`config.mk`:
```
export PLATFORM = sky130hd
export DESIGN_NAME = xmodem_crc_receiver_top
export DESIGN_NICKNAME = d
export VERILOG_FILES = /design/src/hw/rtl/xcr_pkg.sv /design/src/hw/rtl/xcr_engine.sv /design/src/hw/rtl/xmodem_crc_receiver_top.sv
export SDC_FILE = /design/constraint.sdc
export NUM_CORES = 1
export LEC_CHECK = 0
export ABC_AREA = 1
export BUFFER_PORTS_ARGS = -buffer_cell sky130_fd_sc_hd__buf_2
export CORE_AREA = 2 2 128 130
export CTS_BUF_LIST = sky130_fd_sc_hd__clkbuf_4
export DETAILED_ROUTE_END_ITERATION = 8
export DIE_AREA = 0 0 130 132
export HOLD_SLACK_MARGIN = 0.08
export PLACE_DENSITY = 0.78
export SYNTH_ARGS = -nofsm -noshare
export SYNTH_HDL_FRONTEND = slang
export SYNTH_SLANG_ARGS = --single-unit
```
`constraint.sdc`:
```
create_clock -name clk -period 2.5 [get_ports clk]
set_clock_uncertainty 0.2 [all_clocks]
set_input_delay 0.125 -clock clk [delete_from_list [all_inputs] [get_ports clk]]
set_output_delay 0.125 -clock clk [all_outputs]
set_load 0.01 [all_outputs]
```
`src/hw/rtl/xcr_pkg.sv`:
```
package xcr_pkg;

	// Frame geometry
	localparam int PAYLOAD_BYTES = 128;
	localparam int IDX_W         = $clog2(PAYLOAD_BYTES);
	localparam int POS_W         = 8;
	localparam int PKT_W         = 11;
	localparam int OFS_W         = 18;
	localparam int AREA_BYTES    = 1 << OFS_W;

	localparam logic [POS_W-1:0] POS_FIRST  = POS_W'(3);
	localparam logic [POS_W-1:0] POS_CRC_HI = POS_W'(3 + PAYLOAD_BYTES);
	localparam logic [POS_W-1:0] POS_CRC_LO = POS_W'(4 + PAYLOAD_BYTES);

	// Line characters
	localparam logic [7:0] CH_SOH = 8'h01;
	localparam logic [7:0] CH_EOT = 8'h04;
	localparam logic [7:0] CH_ACK = 8'h06;
	localparam logic [7:0] CH_NAK = 8'h15;
	localparam logic [7:0] CH_CAN = 8'h18;
	localparam logic [7:0] CH_C   = 8'h43;

	localparam logic [15:0] CRC_POLY = 16'h1021;

	// Register defaults and indexes
	localparam logic [7:0] RETRY_LIMIT_RST   = 8'd10;
	localparam logic [7:0] ATTEMPT_LIMIT_RST = 8'd60;

	typedef enum logic {
		REG_RETRY_LIMIT   = 1'b0,
		REG_ATTEMPT_LIMIT = 1'b1
	} reg_index_t;

	typedef enum logic [1:0] {
		CMD_BYTE    = 2'd0,
		CMD_TIMEOUT = 2'd1,
		CMD_START   = 2'd2
	} command_t;

	typedef enum logic [2:0] {
		PH_IDLE   = 3'd0,
		PH_START  = 3'd1,
		PH_XFER   = 3'd2,
		PH_DONE   = 3'd3,
		PH_CANCEL = 3'd4,
		PH_FAIL   = 3'd5
	} phase_t;

	// One result item, send_count in the lowest bits
	typedef struct packed {
		logic [2:0]       session_status;
		logic             packet_discard;
		logic             packet_commit;
		logic [7:0]       data_byte;
		logic [OFS_W-1:0] data_offset;
		logic             data_valid;
		logic [7:0]       send_byte;
		logic [1:0]       send_count;
	} result_t;

	localparam int RES_W   = $bits(result_t);
	localparam int MDATA_W = ((RES_W + 7) / 8) * 8;
	localparam int SDATA_W = 16;

	// CRC-16/XMODEM update over one byte, MSB first
	function automatic logic [15:0] crc_byte(input logic [15:0] crc_in, input logic [7:0] b);
		logic [15:0] c;
		c = crc_in ^ {b, 8'h00};
		for (int i = 0; i < 8; i++) begin
			if (c[15])
				c = {c[14:0], 1'b0} ^ CRC_POLY;
			else
				c = {c[14:0], 1'b0};
		end
		return c;
	endfunction

endpackage

```
`src/hw/rtl/xcr_engine.sv`:
```
module xcr_engine (
	input  logic                   clk,
	input  logic                   arst_n,
	input  logic                   en,
	input  logic [1:0]             command,
	input  logic [7:0]             rx_byte,
	input  logic [7:0]             retry_limit,
	input  logic [7:0]             start_attempt_limit,
	output xcr_pkg::result_t       result
);

	xcr_pkg::phase_t                 phase_q, phase_d;
	logic [xcr_pkg::POS_W-1:0]       fpos_q, fpos_d;
	logic [7:0]                      seq_q, seq_d;
	logic [7:0]                      seqn_q, seqn_d;
	logic [15:0]                     crc_q, crc_d;
	logic [7:0]                      crc_hi_q, crc_hi_d;
	logic [7:0]                      exp_q, exp_d;
	logic [7:0]                      retry_q, retry_d;
	logic [7:0]                      attempt_q, attempt_d;
	logic [xcr_pkg::PKT_W-1:0]       pw_q, pw_d;

	logic                            active;
	logic                            fail;
	logic                            good;
	logic [8:0]                      retry_inc;
	logic [xcr_pkg::POS_W-1:0]       idx;
	xcr_pkg::result_t                res;

	assign active    = (phase_q == xcr_pkg::PH_START) || (phase_q == xcr_pkg::PH_XFER);
	assign retry_inc = {1'b0, retry_q} + 9'd1;
	assign idx       = fpos_q - xcr_pkg::POS_FIRST;
	assign good      = (seq_q == exp_q) && (seqn_q == ~exp_q) && ({crc_hi_q, rx_byte} == crc_q);

	// Work out the result and the next state for the item in hand
	always_comb begin
		phase_d   = phase_q;
		fpos_d    = fpos_q;
		seq_d     = seq_q;
		seqn_d    = seqn_q;
		crc_d     = crc_q;
		crc_hi_d  = crc_hi_q;
		exp_d     = exp_q;
		retry_d   = retry_q;
		attempt_d = attempt_q;
		pw_d      = pw_q;
		res       = '0;
		fail      = 1'b0;

		unique case (command)
			xcr_pkg::CMD_START: begin
				res.packet_discard = active && (fpos_q != '0);
				phase_d   = xcr_pkg::PH_START;
				fpos_d    = '0;
				crc_d     = '0;
				exp_d     = 8'd1;
				retry_d   = '0;
				attempt_d = 8'd1;
				pw_d      = '0;
				res.send_count = 2'd1;
				res.send_byte  = xcr_pkg::CH_C;
			end
			xcr_pkg::CMD_TIMEOUT: begin
				fail = active;
			end
			xcr_pkg::CMD_BYTE: begin
				if (active) begin
					if (fpos_q == '0) begin
						// header byte
						if (rx_byte == xcr_pkg::CH_SOH) begin
							fpos_d = xcr_pkg::POS_W'(1);
							crc_d  = '0;
						end else if (rx_byte == xcr_pkg::CH_EOT && phase_q == xcr_pkg::PH_XFER) begin
							phase_d        = xcr_pkg::PH_DONE;
							res.send_count = 2'd1;
							res.send_byte  = xcr_pkg::CH_ACK;
						end else if (rx_byte == xcr_pkg::CH_CAN && phase_q == xcr_pkg::PH_XFER) begin
							phase_d = xcr_pkg::PH_CANCEL;
						end else begin
							fail = 1'b1;
						end
					end else if (fpos_q == xcr_pkg::POS_W'(1)) begin
						seq_d  = rx_byte;
						fpos_d = xcr_pkg::POS_W'(2);
					end else if (fpos_q == xcr_pkg::POS_W'(2)) begin
						seqn_d = rx_byte;
						fpos_d = xcr_pkg::POS_FIRST;
					end else if (fpos_q < xcr_pkg::POS_CRC_HI) begin
						// payload byte: stream it out, offset wraps with the area
						res.data_valid  = 1'b1;
						res.data_offset = xcr_pkg::OFS_W'({pw_q, idx[xcr_pkg::IDX_W-1:0]});
						res.data_byte   = rx_byte;
						crc_d  = xcr_pkg::crc_byte(crc_q, rx_byte);
						fpos_d = fpos_q + xcr_pkg::POS_W'(1);
					end else if (fpos_q == xcr_pkg::POS_CRC_HI) begin
						crc_hi_d = rx_byte;
						fpos_d   = fpos_q + xcr_pkg::POS_W'(1);
					end else if (fpos_q == xcr_pkg::POS_CRC_LO && good) begin
						fpos_d            = '0;
						res.packet_commit = 1'b1;
						exp_d             = exp_q + 8'd1;
						pw_d              = pw_q + xcr_pkg::PKT_W'(1);
						retry_d           = '0;
						phase_d           = xcr_pkg::PH_XFER;
						res.send_count    = 2'd1;
						res.send_byte     = xcr_pkg::CH_ACK;
					end else begin
						fail = 1'b1;
					end
				end
			end
			default: begin
			end
		endcase

		// Failure: 'C' again or fail while starting, NAK or cancel in transfer
		if (fail) begin
			res.packet_discard = (fpos_q != '0);
			fpos_d = '0;
			if (phase_q == xcr_pkg::PH_START) begin
				if (attempt_q < start_attempt_limit) begin
					attempt_d      = attempt_q + 8'd1;
					res.send_count = 2'd1;
					res.send_byte  = xcr_pkg::CH_C;
				end else begin
					phase_d = xcr_pkg::PH_FAIL;
				end
			end else begin
				retry_d = retry_inc[7:0];
				if (retry_inc > {1'b0, retry_limit}) begin
					phase_d        = xcr_pkg::PH_FAIL;
					res.send_count = 2'd2;
					res.send_byte  = xcr_pkg::CH_CAN;
				end else begin
					res.send_count = 2'd1;
					res.send_byte  = xcr_pkg::CH_NAK;
				end
			end
		end

		res.session_status = phase_d;
	end

	assign result = res;

	// Session state, advanced once per item
	always_ff @(posedge clk or negedge arst_n) begin
		if (!arst_n) begin
			phase_q   <= xcr_pkg::PH_IDLE;
			fpos_q    <= '0;
			seq_q     <= '0;
			seqn_q    <= '0;
			crc_q     <= '0;
			crc_hi_q  <= '0;
			exp_q     <= 8'd1;
			retry_q   <= '0;
			attempt_q <= '0;
			pw_q      <= '0;
		end else if (en) begin
			phase_q   <= phase_d;
			fpos_q    <= fpos_d;
			seq_q     <= seq_d;
			seqn_q    <= seqn_d;
			crc_q     <= crc_d;
			crc_hi_q  <= crc_hi_d;
			exp_q     <= exp_d;
			retry_q   <= retry_d;
			attempt_q <= attempt_d;
			pw_q      <= pw_d;
		end
	end

	a_fpos_range: assert property (@(posedge clk) disable iff (!arst_n)
		fpos_q <= xcr_pkg::POS_CRC_LO)
		else $error("frame position past the CRC low byte");

	a_commit_seq: assert property (@(posedge clk) disable iff (!arst_n)
		en && res.packet_commit |=> exp_q == $past(exp_q) + 8'd1 && fpos_q == '0)
		else $error("commit did not advance the sequence number");

	a_cancel_fail: assert property (@(posedge clk) disable iff (!arst_n)
		en && res.send_count == 2'd2 |=> phase_q == xcr_pkg::PH_FAIL)
		else $error("double cancel without failed session");

	a_data_step: assert property (@(posedge clk) disable iff (!arst_n)
		en && res.data_valid |=> fpos_q == $past(fpos_q) + xcr_pkg::POS_W'(1))
		else $error("payload byte did not advance the frame position");

endmodule

```
`src/hw/rtl/xmodem_crc_receiver_top.sv`:
```
// Channel   Dir  Width  Contents
// s_*       in   16     command, rx_byte
// m_*       out  48     send_count .. session_status, one item per input item
// cfg_*     in   8      retry_limit (index 0), start_attempt_limit (index 1)
//
// One input item yields one result item: an input register holds it,
// then the protocol engine feeds the output register. Sustained rate is
// one item per cycle while m_tready is high; the frame/CRC update is single pass.
// arst_n clears the session to idle and loads the register defaults.
// A stalled output holds its item; the input register fills behind it and
// then s_tready drops until m_tready returns.
module xmodem_crc_receiver_top (
	input  logic                         clk,
	input  logic                         arst_n,
	input  logic                         s_tvalid,
	output logic                         s_tready,
	input  logic [xcr_pkg::SDATA_W-1:0]  s_tdata,  // [1:0] command, [9:2] rx_byte
	output logic                         m_tvalid,
	input  logic                         m_tready,
	// [1:0] send_count, [9:2] send_byte, [10] data_valid, [28:11] data_offset,
	// [36:29] data_byte, [37] packet_commit, [38] packet_discard,
	// [41:39] session_status
	output logic [xcr_pkg::MDATA_W-1:0]  m_tdata,
	input  logic                         cfg_wen,
	input  logic                         cfg_index,
	input  logic [7:0]                   cfg_wdata
);

	logic             valid_s1;
	logic [1:0]       command_s1;
	logic [7:0]       rx_byte_s1;
	logic             valid_s2;
	xcr_pkg::result_t result_s2;
	xcr_pkg::result_t result;
	logic [7:0]       retry_limit_q;
	logic [7:0]       attempt_limit_q;
	logic             adv;

	// Move the held item forward when the output register is free or draining
	assign adv      = valid_s1 && (!valid_s2 || m_tready);
	assign s_tready = !valid_s1 || adv;

	// Configuration registers
	always_ff @(posedge clk or negedge arst_n) begin
		if (!arst_n) begin
			retry_limit_q   <= xcr_pkg::RETRY_LIMIT_RST;
			attempt_limit_q <= xcr_pkg::ATTEMPT_LIMIT_RST;
		end else if (cfg_wen) begin
			unique case (cfg_index)
				xcr_pkg::REG_RETRY_LIMIT:   retry_limit_q   <= cfg_wdata;
				xcr_pkg::REG_ATTEMPT_LIMIT: attempt_limit_q <= cfg_wdata;
				default: begin
				end
			endcase
		end
	end

	// Input register
	always_ff @(posedge clk or negedge arst_n) begin
		if (!arst_n)
			valid_s1 <= 1'b0;
		else if (s_tready)
			valid_s1 <= s_tvalid;
	end

	always_ff @(posedge clk) begin
		if (s_tready && s_tvalid) begin
			command_s1 <= s_tdata[1:0];
			rx_byte_s1 <= s_tdata[9:2];
		end
	end

	xcr_engine u_engine (
		.clk                 (clk),
		.arst_n              (arst_n),
		.en                  (adv),
		.command             (command_s1),
		.rx_byte             (rx_byte_s1),
		.retry_limit         (retry_limit_q),
		.start_attempt_limit (attempt_limit_q),
		.result              (result)
	);

	// Output register
	always_ff @(posedge clk or negedge arst_n) begin
		if (!arst_n)
			valid_s2 <= 1'b0;
		else if (adv)
			valid_s2 <= 1'b1;
		else if (m_tready)
			valid_s2 <= 1'b0;
	end

	always_ff @(posedge clk) begin
		if (adv)
			result_s2 <= result;
	end

	assign m_tvalid = valid_s2;
	assign m_tdata  = xcr_pkg::MDATA_W'(result_s2);

endmodule
```
Word-level counts from Yosys, hierarchy flattened --
Index checks and enable logic that the tools add are counted.
Operators by class: add/sub/neg operators 6, $mul 0, div/mod/pow operators 0, $lt $le $gt $ge 3, equality and inequality tests 28, shift-type cells 0, muxes and demuxes 145, bitwise operators 17, reduce and logical (&&, ||, !) cells 30
Operator list (count):
- $mux W16 | 48
- $mux W8 | 29
- $mux W13 | 8
- $mux W10 | 8
- $mux W11 | 7
- $mux W38 | 2
- $pmux W8 S2 | 3
- $mux W3 | 14
- $pmux W16 S2 | 1
- $mux W27 | 1
- $add A8 B1 Y8 const B | 3
- $not A3 Y3 | 8
- $pmux W11 S2 | 1
- $pmux W10 S2 | 1
- $mux W1 | 17
- $eq A16 B16 Y1 | 1
- $eq A8 B1 Y1 const B | 2
- $eq A8 B8 Y1 | 2
- $eq A8 B8 Y1 const B | 2
- $xor A16 B16 Y16 | 1
- $add A11 B1 Y11 const B | 1
- $mux W5 | 2
- $ne A2 B2 Y1 const B | 5
- $reduce_and A5 Y1 | 2
- 39 further kinds | 60
Word-level totals: register bits 156, bits in latches 0, memory bits (writable) 0, memory bits (read-only) 0, input bits 30, output and inout port bits 50, memories 0

Logic depth before layout (Yosys ltp) --
word-level depth 65, gate-level depth with buffers 18, depth with buffers taken out 18

Modules after synthesis --
Synthesis repeated with hierarchy kept, for this count alone.
Second synthesis, totals: cell total of the unflattened synthesis 1080, area, all modules 8918.6 um^2
Modules (own cells, without submodules):
- xcr_engine | instances 1, cells an instance 939, area each 6547.5 um^2
- xmodem_crc_receiver_top | instances 1, cells an instance 141, area each 2371.0 um^2

Least setup slack after synthesis --
Ideal clock, no wire load.
kind flip-flop to flip-flop, start point reg valid_s2, in the netlist m_tvalid, end point reg result_s2 (netlist bit m_tdata[0]) (enable), setup time 0.418 ns, arrival time 2.158 ns, data required time 1.882 ns, setup slack -0.276 ns, cell stages (with the launch flop) 5, buffers on the path 1, period minus slack after synthesis 2.776 ns, cells stage by stage dfrtp_1 nand2_1 nand2_1 inv_1 clkbuf_1
On the way: cells in the longest elaborated chain, start to end 3
RTL lines:
- from (decl) | RTL line xmodem_crc_receiver_top.sv:32 | logic valid_s2;
- from (signal assigned) | RTL line xmodem_crc_receiver_top.sv:87 | valid_s2 <= 1'b0;
- from (signal assigned) | RTL line xmodem_crc_receiver_top.sv:89 | valid_s2 <= 1'b1;
- from (signal assigned) | RTL line xmodem_crc_receiver_top.sv:91 | valid_s2 <= 1'b0;
- $logic_not A1 Y1 | RTL line xmodem_crc_receiver_top.sv:40 | assign adv = valid_s1 && (!valid_s2 || m_tready);
- $logic_or A1 B1 Y1 | RTL line xmodem_crc_receiver_top.sv:40
- $logic_and A1 B1 Y1 | RTL line xmodem_crc_receiver_top.sv:40
- named net adv | RTL line xmodem_crc_receiver_top.sv:37 | logic adv;
- to (signal assigned) | RTL line xmodem_crc_receiver_top.sv:96 | result_s2 <= result;
- to (decl) | RTL line xmodem_crc_receiver_top.sv:33 | xcr_pkg::result_t result_s2;
The timed path passes the listed nets, and every way through them passes these cells. A chain may end at the register's enable or synchronous reset.

==> impl_metrics.yaml <==
outcome:
  status: "complete, but fails checks"
  violations: "setup timing"
timing:
  tns_ps: -1880
  final-max-slew-violation-count: 0
  tightestPinTransition_ps: 544
  unrepaired_setup_endpoints_after_global_routing: "true"
  timing.fmax_mhz: 360
  number_of_endpoints_failing_setup_at_the_final_stage: 9
  timing.final.crit_share_pct: 111
  layout_setup_ws_ps: -278
  max-slew-margin-rel_pct: 63.6
  tmin_final_ps: 2780
  fin_hold_ws_ps: 142
  timing_hold_violations_final: 0
floorplanning:
  core_area_um2: 15700
  die_width_um: 130
  ioPinCount: 80
  initial_utilization_pct: 55.4
  die_height_um: 132
  die_area_um2: 17200
  fp-row-count: 46
finish:
  layout-drive-gt1-share_pct: 20.8
  utilization_pct: 67.8
  finish.cell_count_without_fillers: 1468
  largest_reg_flops: 39
  nets: 1290
  flow.area_growth_from_synthesis_pct: 22.4
  stdcell_area_um2: 10700
critical_path:
  data_required_time_at_the_worst_endpoint_ps: 2650
  criticalPathCategory: "register to register"
  setup.worst_path.start_class: "register"
  rr_worst_depth: 13
  worst_r2r_endpoint: "m_tdata[2]$_DFFE_PP_"
  ff2ff_setup_slack_ps: -280
  rr_startpoint: "u_engine.retry_q[2]$_DFFE_PN0P_"
  wp_data_arrival_ps: 2930
  crit_path_max_fanout: 3
  cp-startpoint: "u_engine.retry_q[2]$_DFFE_PN0P_"
  endpoint_kind: "register"
routing:
  routed-via-count: 7678
  antenna_violating_nets_post_route: 0
  detail_route.wirelength_um: 21600
  detail_route.iter0.violations: 635
  avg_vias_per_cell: 5.23
  detailedRoute.firstPassIterationCount: 6
  routedWlPerCell_um: 14.7
  route.detailed.drc: 0
logic_synthesis:
  ys_seq_elements: 153
  synth-xor-area-share_pct: 5.83
  synth_edf_count: 49
  synthSimpleGateAreaFrac_pct: 25.6
  synth_compound_area_share_pct: 9.48
  synthCells: 1076
  syn_area_um2: 8710
  post_synth_mux_area_share_pct: 0
  post_synth.cell_area_avg_um2: 8.09
  synthFlopType: "dfrtp_1"
  post_synth_num_cell_types: 44
  main_combinational_cell_family_by_area_after_synthesis: "simple AND/OR/NAND/NOR gates"
  synth.yosys.warnings: 0
  synth_adder_area_share_pct: 3.30
  synth-seq-area-share_pct: 46.9
  proportion_of_synthesized_flip_flops_having_asynchronous_set_or_reset_pct: 68.0
cts:
  cts_htree_levels: 4
  max-clock-path-buffers: 2
  cts.sinks: 153
  clock_tree_from_tritoncts: "yes"
  cts_buffers: 17
  cts_root_buf: "clkbuf_4"
  clkLatencyLatePin_ps: 590
  cts.reportedPaths.clkPinSlew_ps: 140
placement:
  placed_cells_incl_taps: 1369
  port_buffers: 65
  gp_routability_congestion: 0.917
  dpl_cell_area_um2: 9480
  dp_hpwl_um: 14500
job:
  cap_viol_max_count: 0
hold_path:
  hold_end: "retry_limit_q[3]$_DFFE_PN1P_"
  hold_class: "primary input to register"
  hold_path_depth: 4
  hp-start: "cfg_wdata[3]"
global_route:
  largest_net_degree_at_the_start_of_global_routing: 48
  grt_pass1_vias: 7138
  globalRoute.totalOverflow: 0
  first_pass_grt_wire_length_um: 34500
  grt_use_total_pct: 25.4
  grt_antenna_before_repair: 1
power_and_ir_drop:
  vdd_drop_max_v: 0.000470
  power_leakage_nw: 5.08
  powerDensity_nw_per_um2: 725
-- cell usage in the layout (no fill, tap or decap), types with 8 or more instances in the layout --
master / count
a21oi_1: 13
xnor2_1: 24
o21ai_0: 64
inv_1: 135
nand2_2: 13
buf_4: 51
ha_1: 20
nand3_1: 48
dfrtp_1: 93
clkbuf_4: 19
nor2_1: 76
inv_2: 12
edfxtp_1: 49
conb_1: 8
buf_2: 64
dlygate4sd3_1: 41
o21ai_1: 17
nand2_1: 309
nand4_1: 12
nor3_1: 24
o22ai_2: 10
xor2_1: 30
nor2_2: 9
-- logic make-up (layout without fill, tap and decap cells) --
kind of cell / Yosys count / count (layout)
DFF: 153 / 153
other: 1 / 10
xor gates and xnor gates: 58 / 58
AOI/OAI and AO/OA: 133 / 133
adders and majority gates: 23 / 23
and+or+nand+nor: 525 / 526
buffers and inverters: 183 / 349
-- cell usage after synthesis (3+ instances only) --
master / instances / area, um^2
dfrtp_1: 97 / 2430
buf_4: 12 / 90.1
o21ai_2: 4 / 35.0
nand3_1: 51 / 255
o21a_1: 4 / 30.0
buf_6: 4 / 45.0
buf_2: 6 / 30.0
nor2_4: 4 / 45.0
nand2_2: 6 / 37.5
clkbuf_1: 12 / 45.0
edfxtp_1: 49 / 1470
o21ai_0: 70 / 350
inv_2: 7 / 26.3
nand2_4: 3 / 33.8
inv_1: 142 / 533
nor2_1: 86 / 323
nand2_1: 318 / 1190
xnor2_1: 28 / 245
or2_2: 5 / 31.3
o21ai_1: 14 / 70.1
nand3b_1: 7 / 52.6
o22ai_1: 6 / 37.5
dfstp_2: 7 / 184
ha_1: 23 / 288
o22ai_2: 10 / 125
nor4_1: 3 / 18.8
nand4_1: 12 / 75.1
nor3_1: 24 / 120
a21oi_1: 16 / 80.1
xor2_1: 30 / 263
-- layer usage --
layer | GRT usage [%] | share of wire [%]
met1 | 33.3 | 43
met2 | 42.7 | 50
met3 | 5.24 | 4.7
met4 | 6.87 | 2.0
met5 | 0 | 0
-- metrics by stage --
step	total power, mW	setup slack (ps)
floorplan	4.87	8.40
global placement	5.50	-85.6
detailed placement	5.56	-181
CTS	7.44	-91.7
global route	8.17	-379
finish	7.73	-278
-- final cells by class --
cell class	instances	area, um^2
inverters	149	567
fillers	1252	5060
multi-input cells	748	4070
diodes	2	5.00
clock buffers	19	143
clock inverters	13	203
well taps	216	270
repair inverters	1	5.00
flip-flops and latches	153	4090
repair buffers	167	1310
-- power by group --
group,switching [mW],internal [mW]
registers,0.298,2.96
logic,1.57,1.06
clock network,0.923,0.908
total,2.79,4.94
-- worst max-delay path by stage --
stage | endpoint | cells past startpoint
after detailed placement | m_tdata[2]$_DFFE_PP_ | 15
after CTS | u_engine.phase_q[2]$_DFFE_PN0P_ | 18
final | m_tdata[2]$_DFFE_PP_ | 13
after global routing | m_tdata[2]$_DFFE_PP_ | 13
after floorplan | m_tdata[2]$_DFFE_PP_ | 15
after global placement | m_tdata[2]$_DFFE_PP_ | 15
-- worst max-delay path: stages, from the launching register on --
cell and delay (ps):
dfrtp_1 400, nand3_1 130, nor3b_2 250, nand2_1 90, xnor2_1 150, ha_1 350
inv_1 70, o211ai_1 280, nor2_2 90, nand2_1 100, o21ai_2 80, o21ai_2 150
buf_6 130, o21ai_1 70
-- what timing repair did --
action / in CTS / in global routing
gates cloned: 0 / 4
hold buffers: 42 / 0
endpoints found under the setup margin: 21 / 72
hold endpoints to repair: 154 / 0
gates resized for setup: 9 / 51
setup buffers: 2 / 17
pin swaps: 12 / 23
Note: power is estimated with default switching activity, not from simulation.
